### src/hdl/gnms_ram.sv
// ----------------------------------------------------------------------------
// gnms_ram: generic single-clock RAM
// One write port and one read port; read data is registered (read-first).
// ----------------------------------------------------------------------------
module gnms_ram #(
  parameter int unsigned WIDTH = 8,
  parameter int unsigned DEPTH = 16
) (
  input  logic                     clk_i,
  input  logic                     we_i,
  input  logic [$clog2(DEPTH)-1:0] waddr_i,
  input  logic [WIDTH-1:0]         wdata_i,
  input  logic [$clog2(DEPTH)-1:0] raddr_i,
  output logic [WIDTH-1:0]         rdata_o
);

  logic [WIDTH-1:0] mem_q [DEPTH];
  logic [WIDTH-1:0] rdata_q;

  always_ff @(posedge clk_i) begin
    if (we_i) begin
      mem_q[waddr_i] <= wdata_i;
    end
    rdata_q <= mem_q[raddr_i];
  end

  assign rdata_o = rdata_q;

endmodule

### config.mk
export PLATFORM = sky130hd
export DESIGN_NAME = gnms_ram
export DESIGN_NICKNAME = d
export VERILOG_FILES = /design/src/hdl/gnms_ram.sv
export SDC_FILE = /design/constraint.sdc
export NUM_CORES = 1
export LEC_CHECK = 0
export BUFFER_PORTS_ARGS = -buffer_cell sky130_fd_sc_hd__buf_2
export CAP_MARGIN = 20
export CELL_PAD_IN_SITES_DETAIL_PLACEMENT = 2
export CELL_PAD_IN_SITES_GLOBAL_PLACEMENT = 2
export CORE_MARGIN = 8
export CORE_UTILIZATION = 42
export DETAILED_ROUTE_END_ITERATION = 6
export GPL_TIMING_DRIVEN = 0
export PLACE_DENSITY = 0.67
export SKIP_CTS_REPAIR_TIMING = 1
export SLEW_MARGIN = 20
export SYNTH_ARGS = -nofsm -noshare
export SYNTH_HDL_FRONTEND = slang
export SYNTH_SLANG_ARGS = --single-unit
### constraint.sdc
create_clock -name clk_i -period 5.9 [get_ports clk_i]
set_input_delay 1.18 -clock clk_i [delete_from_list [all_inputs] [get_ports clk_i]]
set_output_delay 1.18 -clock clk_i [all_outputs]
set_load 0.01 [all_outputs]
==> results.json, run 1 <==
{
  "dp_slack_ns": 2.98,
  "dieHeight_um": 127,
  "worst_setup_path_end_kind": "register",
  "fin_crit_ns": 2.44,
  "tightest_slew_ns": 0.883,
  "core_area_um2": 12000,
  "drcViolationCount": 0,
  "hold_slack_ns": 0.694,
  "grt_overflow": 0,
  "antenna_cells": 0,
  "ys_seq_area_frac": 0.778,
  "clock_tree.root_cell": "clkbuf_16",
  "htreeDepth": 4,
  "slowest_delay_ns": 0.65,
  "start_kind": "input pin",
  "drt-initial-drc-count": 191,
  "grt_pass1_wl_um": 17600,
  "path_class": "in -> reg",
  "grt_max_degree": 17,
  "ys_ff_latch": 136,
  "synthCells": 229,
  "intPower_w": 0.00178,
  "finalHoldViolCount": 0,
  "grt_usage": 0.160,
  "hpwlAfterDp_um": 7860,
  "vias": 2417,
  "ys_types": 19,
  "final_util": 0.503,
  "holdCritPathClass": "reg -> reg",
  "cp_max_fo": 8,
  "first_pass_iters": 4,
  "viasPerCell": 5.59,
  "clkPwrFrac": 0.462,
  "avgSynthCellArea_um2": 22.5,
  "tns_ns": 0,
  "clk_path_buf_depth": 2,
  "fin_cells": 432,
  "vdd.ir_drop.worst_uv": 253,
  "start_util": 0.429,
  "max_freq_mhz": 410,
  "rows": 40,
  "gp_congestion": 0.653,
  "drive_gt1_frac": 0.291,
  "final_nets": 290,
  "required_ns": 5.94,
  "die_x_um": 127,
  "cts_inserted_buffers": 17,
  "cts_tree": "built",
  "syn_to_final_growth_pct": 17.3,
  "die_area_um2": 16100,
  "p_seq_frac": 0.489,
  "worst_slack_ns": 3.46,
  "place_inst": 400,
  "clock_sink_count": 136,
  "combPwrFrac": 0.049,
  "cap_violations": 0,
  "ys_warn_count": 0,
  "totalWireLength_um": 11900,
  "power_switching_share": 0.201,
  "antenna_left": 0,
  "setup_viol": 0,
  "cpMaxStageDelayCell": "nor2_1",
  "antenna_found_initial": 0,
  "r2r_slack_ns": 4.48,
  "switching_power_w": 0.000447,
  "pin_count": 26,
  "first_global_vias": 2616,
  "slew_violations": 0,
  "outcome": "complete, no violations",
  "clk_pin_slew_ns": 0.06,
  "netlist_area_um2": 5150,
  "critical_path_arrival_ns": 2.49,
  "synth_nets": 247,
  "routedWlPerCell_um": 27.5,
  "rsz0062_at_grt": "no",
  "power_density_nw_per_um2": 368,
  "port_buffers": 24,
  "crit_chain": "buf_2 > or3b_2 > nor2_1",
  "clock_skew_ns": 0.00559,
  "leakage_nw": 2.03,
  "final.period_utilization": 0.414,
  "clk_latency_ns": 0.42,
  "max_slew_margin": 0.409
}
-- worst paths after layout --
path,cells after the start,start,to
max,3,waddr_i[2],mem_q[2][4]$_DFFE_PP_
min,3,mem_q[8][4]$_DFFE_PP_,rdata_o[4]$_DFF_P_
max reg2reg,3,mem_q[6][0]$_DFFE_PP_,rdata_o[0]$_DFF_P_
min reg2reg,3,mem_q[8][4]$_DFFE_PP_,rdata_o[4]$_DFF_P_
-- cells in the final DEF (no fill, tap or decap) --
cell type        netlist  routed
clkbuf_1               0       2
mux4_2                18      18
clkbuf_16              0      17
buf_6                  3       3
clkinv_1               0       4
and2b_1                1       1
or3b_2                 1       1
bufinv_16              0       3
clkdlybuf4s25_2        3       3
edfxtp_1             128     128
nand3b_1               2       2
nand2_1                9       9
buf_2                  3      27
dfxtp_1                8       8
a22oi_1               16      16
nor3_2                 0       4
nand3_1                1       1
mux4_1                14      14
nand2b_1               2       2
clkinv_2               0       6
nor2b_1                1       1
and2_1                 1       1
buf_4                  1       1
nor2_1                13      13
-- flip-flops by register name (all words and copies together), names as in the netlist --
name,cells
rdata_o,8
mem_q,128
-- cell usage after synthesis --
cell type / n / area share
buf_6: 3 / 0.0066
clkdlybuf4s25_2: 3 / 0.0058
buf_4: 1 / 0.0015
dfxtp_1: 8 / 0.031
and2_1: 1 / 0.0012
nor2b_1: 1 / 0.0012
buf_2: 3 / 0.0029
nand2b_1: 2 / 0.0024
mux4_1: 14 / 0.071
nand3b_1: 2 / 0.0029
mux4_2: 18 / 0.079
nor3_1: 4 / 0.0039
a22oi_1: 16 / 0.023
or3b_2: 1 / 0.0017
and2b_1: 1 / 0.0015
nor2_1: 13 / 0.0095
edfxtp_1: 128 / 0.75
nand3_1: 1 / 0.00097
nand2_1: 9 / 0.0066
-- layout make-up --
| cell class | instances | area (µm²) |
|---|---|---|
| well taps | 147 | 184 |
| clock buffers | 19 | 433 |
| clock inverters | 13 | 135 |
| multi-input cells | 83 | 1080 |
| repair buffers | 24 | 120 |
| plain buffers | 10 | 86.3 |
| flip-flops and latches | 136 | 4000 |
| fillers | 1047 | 5970 |
-- metal layers --
metal | wire length [µm] | GRT usage | vias up
met4 | 337 | 0.0889 | 0
met3 | 595 | 0.0461 | 19
met2 | 5390 | 0.228 | 70
met5 | 0 | 0 | -
li1 | - | - | 1059
met1 | 5560 | 0.215 | 1269
-- through the flow --
stage | total power (W) | cell area [µm²]
2_1_floorplan | 0.00116 | 5150
3_3_place_gp | 0.00121 | 5450
6_report | 0.00222 | 6040
4_1_cts | 0.00225 | 6040
3_5_place_dp | 0.00122 | 5470
5_1_grt | 0.00228 | 6040
-- critical path, delay by kind of cell --
family | cells | cell delay, ns
simple gates | 2 | 1.19
buf+inv | 1 | 0.11
-- power groups by stage --
| stage | sequential [W] | clock (W) | combinational, W |
|---|---|---|---|
| 3_5_place_dp | 0.00111 | 0 | 0.000112 |
| 6_report | 0.00109 | 0.00103 | 0.000110 |
| 2_1_floorplan | 0.00111 | 0 | 0.0000548 |
| 4_1_cts | 0.00109 | 0.00105 | 0.000112 |
| 3_3_place_gp | 0.00110 | 0 | 0.000105 |
| 5_1_grt | 0.00109 | 0.00107 | 0.000119 |
-- cell families (layout without fill, tap and decap cells) --
logic type / count (synthesis) / count (layout) / share of synthesized area
flops: 136 / 136 / 0.778
compound gates: 16 / 16 / 0.0233
simple gates: 35 / 35 / 0.0318
mux: 32 / 32 / 0.150
buf+inv: 10 / 66 / 0.0168
Note: power is estimated with default switching activity, not from simulation.
==> run 2, diff against run 1 <==
Settings changed: PLACE_DENSITY 0.67 to 0.7.
Clock period 5.9 ns to 2.1 ns, I/O delays scaled along.
==> run 2 against run 1 <==
Effect of this change:
- setup slack got worse by 3.1 ns
- die area unchanged
- combinational power grew to 2.8 times the previous value
- critical path depth unchanged
- largest cell class unchanged
- highest routed layer unchanged
==> results.json, run 2 (same netlist as run 1, synthesis figures left out) <==
{
  "final.period_utilization": 0.841,
  "clk_pin_slew_ns": 0.06,
  "clk_latency_ns": 0.42,
  "tns_ns": 0,
  "routedWlPerCell_um": 28.2,
  "worst_setup_path_end_kind": "register",
  "critPathLaunch": "waddr_i[2]",
  "fin_crit_ns": 1.77,
  "cp_num_cells": 3,
  "rows": 40,
  "clock_tree.root_cell": "clkbuf_16",
  "crit_chain": "buf_2 > or3b_2 > nor3_2",
  "htreeDepth": 4,
  "die_area_um2": 16100,
  "regMostFlops": "mem_q",
  "rsz0062_at_grt": "no",
  "drive_gt1_frac": 0.281,
  "grt_pass1_wl_um": 18000,
  "syn_to_final_growth_pct": 16.3,
  "clk_path_buf_depth": 2,
  "grt_max_degree": 17,
  "totalWireLength_um": 12200,
  "max_freq_mhz": 566,
  "core_area_um2": 12000,
  "cp_max_fo": 8,
  "first_pass_iters": 4,
  "critical_path_arrival_ns": 1.80,
  "dieHeight_um": 127,
  "leakage_nw": 2.00,
  "antenna_found_initial": 0,
  "place_inst": 400,
  "r2r_cells": 3,
  "r2r_end": "rdata_o[5]$_DFF_P_",
  "antenna_left": 0,
  "vdd.ir_drop.worst_uv": 729,
  "final_nets": 290,
  "clock_skew_ns": 0.00352,
  "tightest_slew_ns": 0.909,
  "die_x_um": 127,
  "slew_violations": 0,
  "setup_viol": 0,
  "largest_register_ffs": 128,
  "most-common-layout-cells": "128 x edfxtp_1, 27 x buf_2, 18 x mux4_2, 17 x clkbuf_16, 16 x a22oi_1",
  "final_util": 0.498,
  "cpMaxStageDelayCell": "nor3_2",
  "gp_congestion": 0.705,
  "fin_cells": 432,
  "grt_usage": 0.163,
  "start_kind": "input pin",
  "drt-initial-drc-count": 243,
  "r2r_slack_ns": 0.66,
  "path_delay_family": "simple AND/OR/NAND/NOR gates",
  "first_global_vias": 2709,
  "drcViolationCount": 0,
  "slowest_delay_ns": 0.72,
  "hpwlAfterDp_um": 8060,
  "power_density_nw_per_um2": 998,
  "antenna_cells": 0,
  "port_buffers": 24,
  "cts_inserted_buffers": 17,
  "max_slew_margin": 0.391,
  "pin_count": 26,
  "cts_tree": "built",
  "outcome": "complete, no violations",
  "path_buf_inv": 1,
  "grt_overflow": 0,
  "holdCritPathClass": "in -> reg",
  "cp-endpoint": "mem_q[0][3]$_DFFE_PP_",
  "start_util": 0.429,
  "clock_sink_count": 136,
  "finalHoldViolCount": 0,
  "viasPerCell": 5.72,
  "required_ns": 2.14,
  "cap_violations": 0,
  "final_common_cell": "edfxtp_1",
  "vias": 2473,
  "path_class": "in -> reg",
  "crit-reg2reg-launch": "mem_q[0][5]$_DFFE_PP_",
  "power_w": 0.00598
}
## run 2: cell types whose count changed in the layout (fill, tap and decap cells not counted)
cell / previous run / this run
clkinv_2: 6 / 3
clkinv_1: 4 / 0
bufinv_16: 3 / 0
clkbuf_8: 0 / 3
clkbuf_1: 2 / 9
## run 2: worst reg2reg max path, stage by stage, from the launching register on
cell	delay, ns
edfxtp_1	0.40
mux4_1	0.51
a22oi_1	0.31
nand2_1	0.10
## run 2: report_power, final
part	switching, W	leakage (nW)	internal [W]
clock network	0.00101	0.253	0.00160
logic	0.000192	0.520	0.000121
registers	0.0000175	1.22	0.00304
## run 2: worst min-delay path by stage
stage | from | endpoint | slack, ns | cells after the start
final | wdata_i[5] | mem_q[0][5]$_DFFE_PP_ | 0.41 | 1
after detailed placement | mem_q[10][2]$_DFFE_PP_ | rdata_o[2]$_DFF_P_ | 0.68 | 3
after CTS | wdata_i[6] | mem_q[14][6]$_DFFE_PP_ | 0.40 | 1
after global routing | wdata_i[5] | mem_q[0][5]$_DFFE_PP_ | 0.41 | 1
after floorplan | wdata_i[0] | mem_q[0][0]$_DFFE_PP_ | 0.52 | 0
after global placement | mem_q[11][2]$_DFFE_PP_ | rdata_o[2]$_DFF_P_ | 0.66 | 3
## run 2: cell type report
type / count / area [µm²]
clock inverter: 3 / 15.0
tap: 147 / 184
buffer: 10 / 86.3
clock buffer: 29 / 500
fill: 1045 / 6020
sequential: 136 / 4000
timing repair buffer: 24 / 120
multi-input combinational: 83 / 1080
## run 2: metrics by stage
stage / hold WS (ns) / instance area, µm² / setup slack (ns)
2_1_floorplan: 0.519 / 5150 / 0.187
3_3_place_gp: 0.659 / 5450 / -0.431
3_5_place_dp: 0.684 / 5470 / -0.0484
4_1_cts: 0.395 / 5990 / 0.321
5_1_grt: 0.407 / 5990 / 0.259
6_report: 0.412 / 5990 / 0.334
## run 2: metal layers
metal | vias up | wire (µm) | track usage
li1 | 1060 | - | -
met1 | 1343 | 5690 | 0.213
met2 | 56 | 5810 | 0.253
met3 | 14 | 464 | 0.0415
met4 | 0 | 199 | 0.0714
met5 | - | 0 | 0
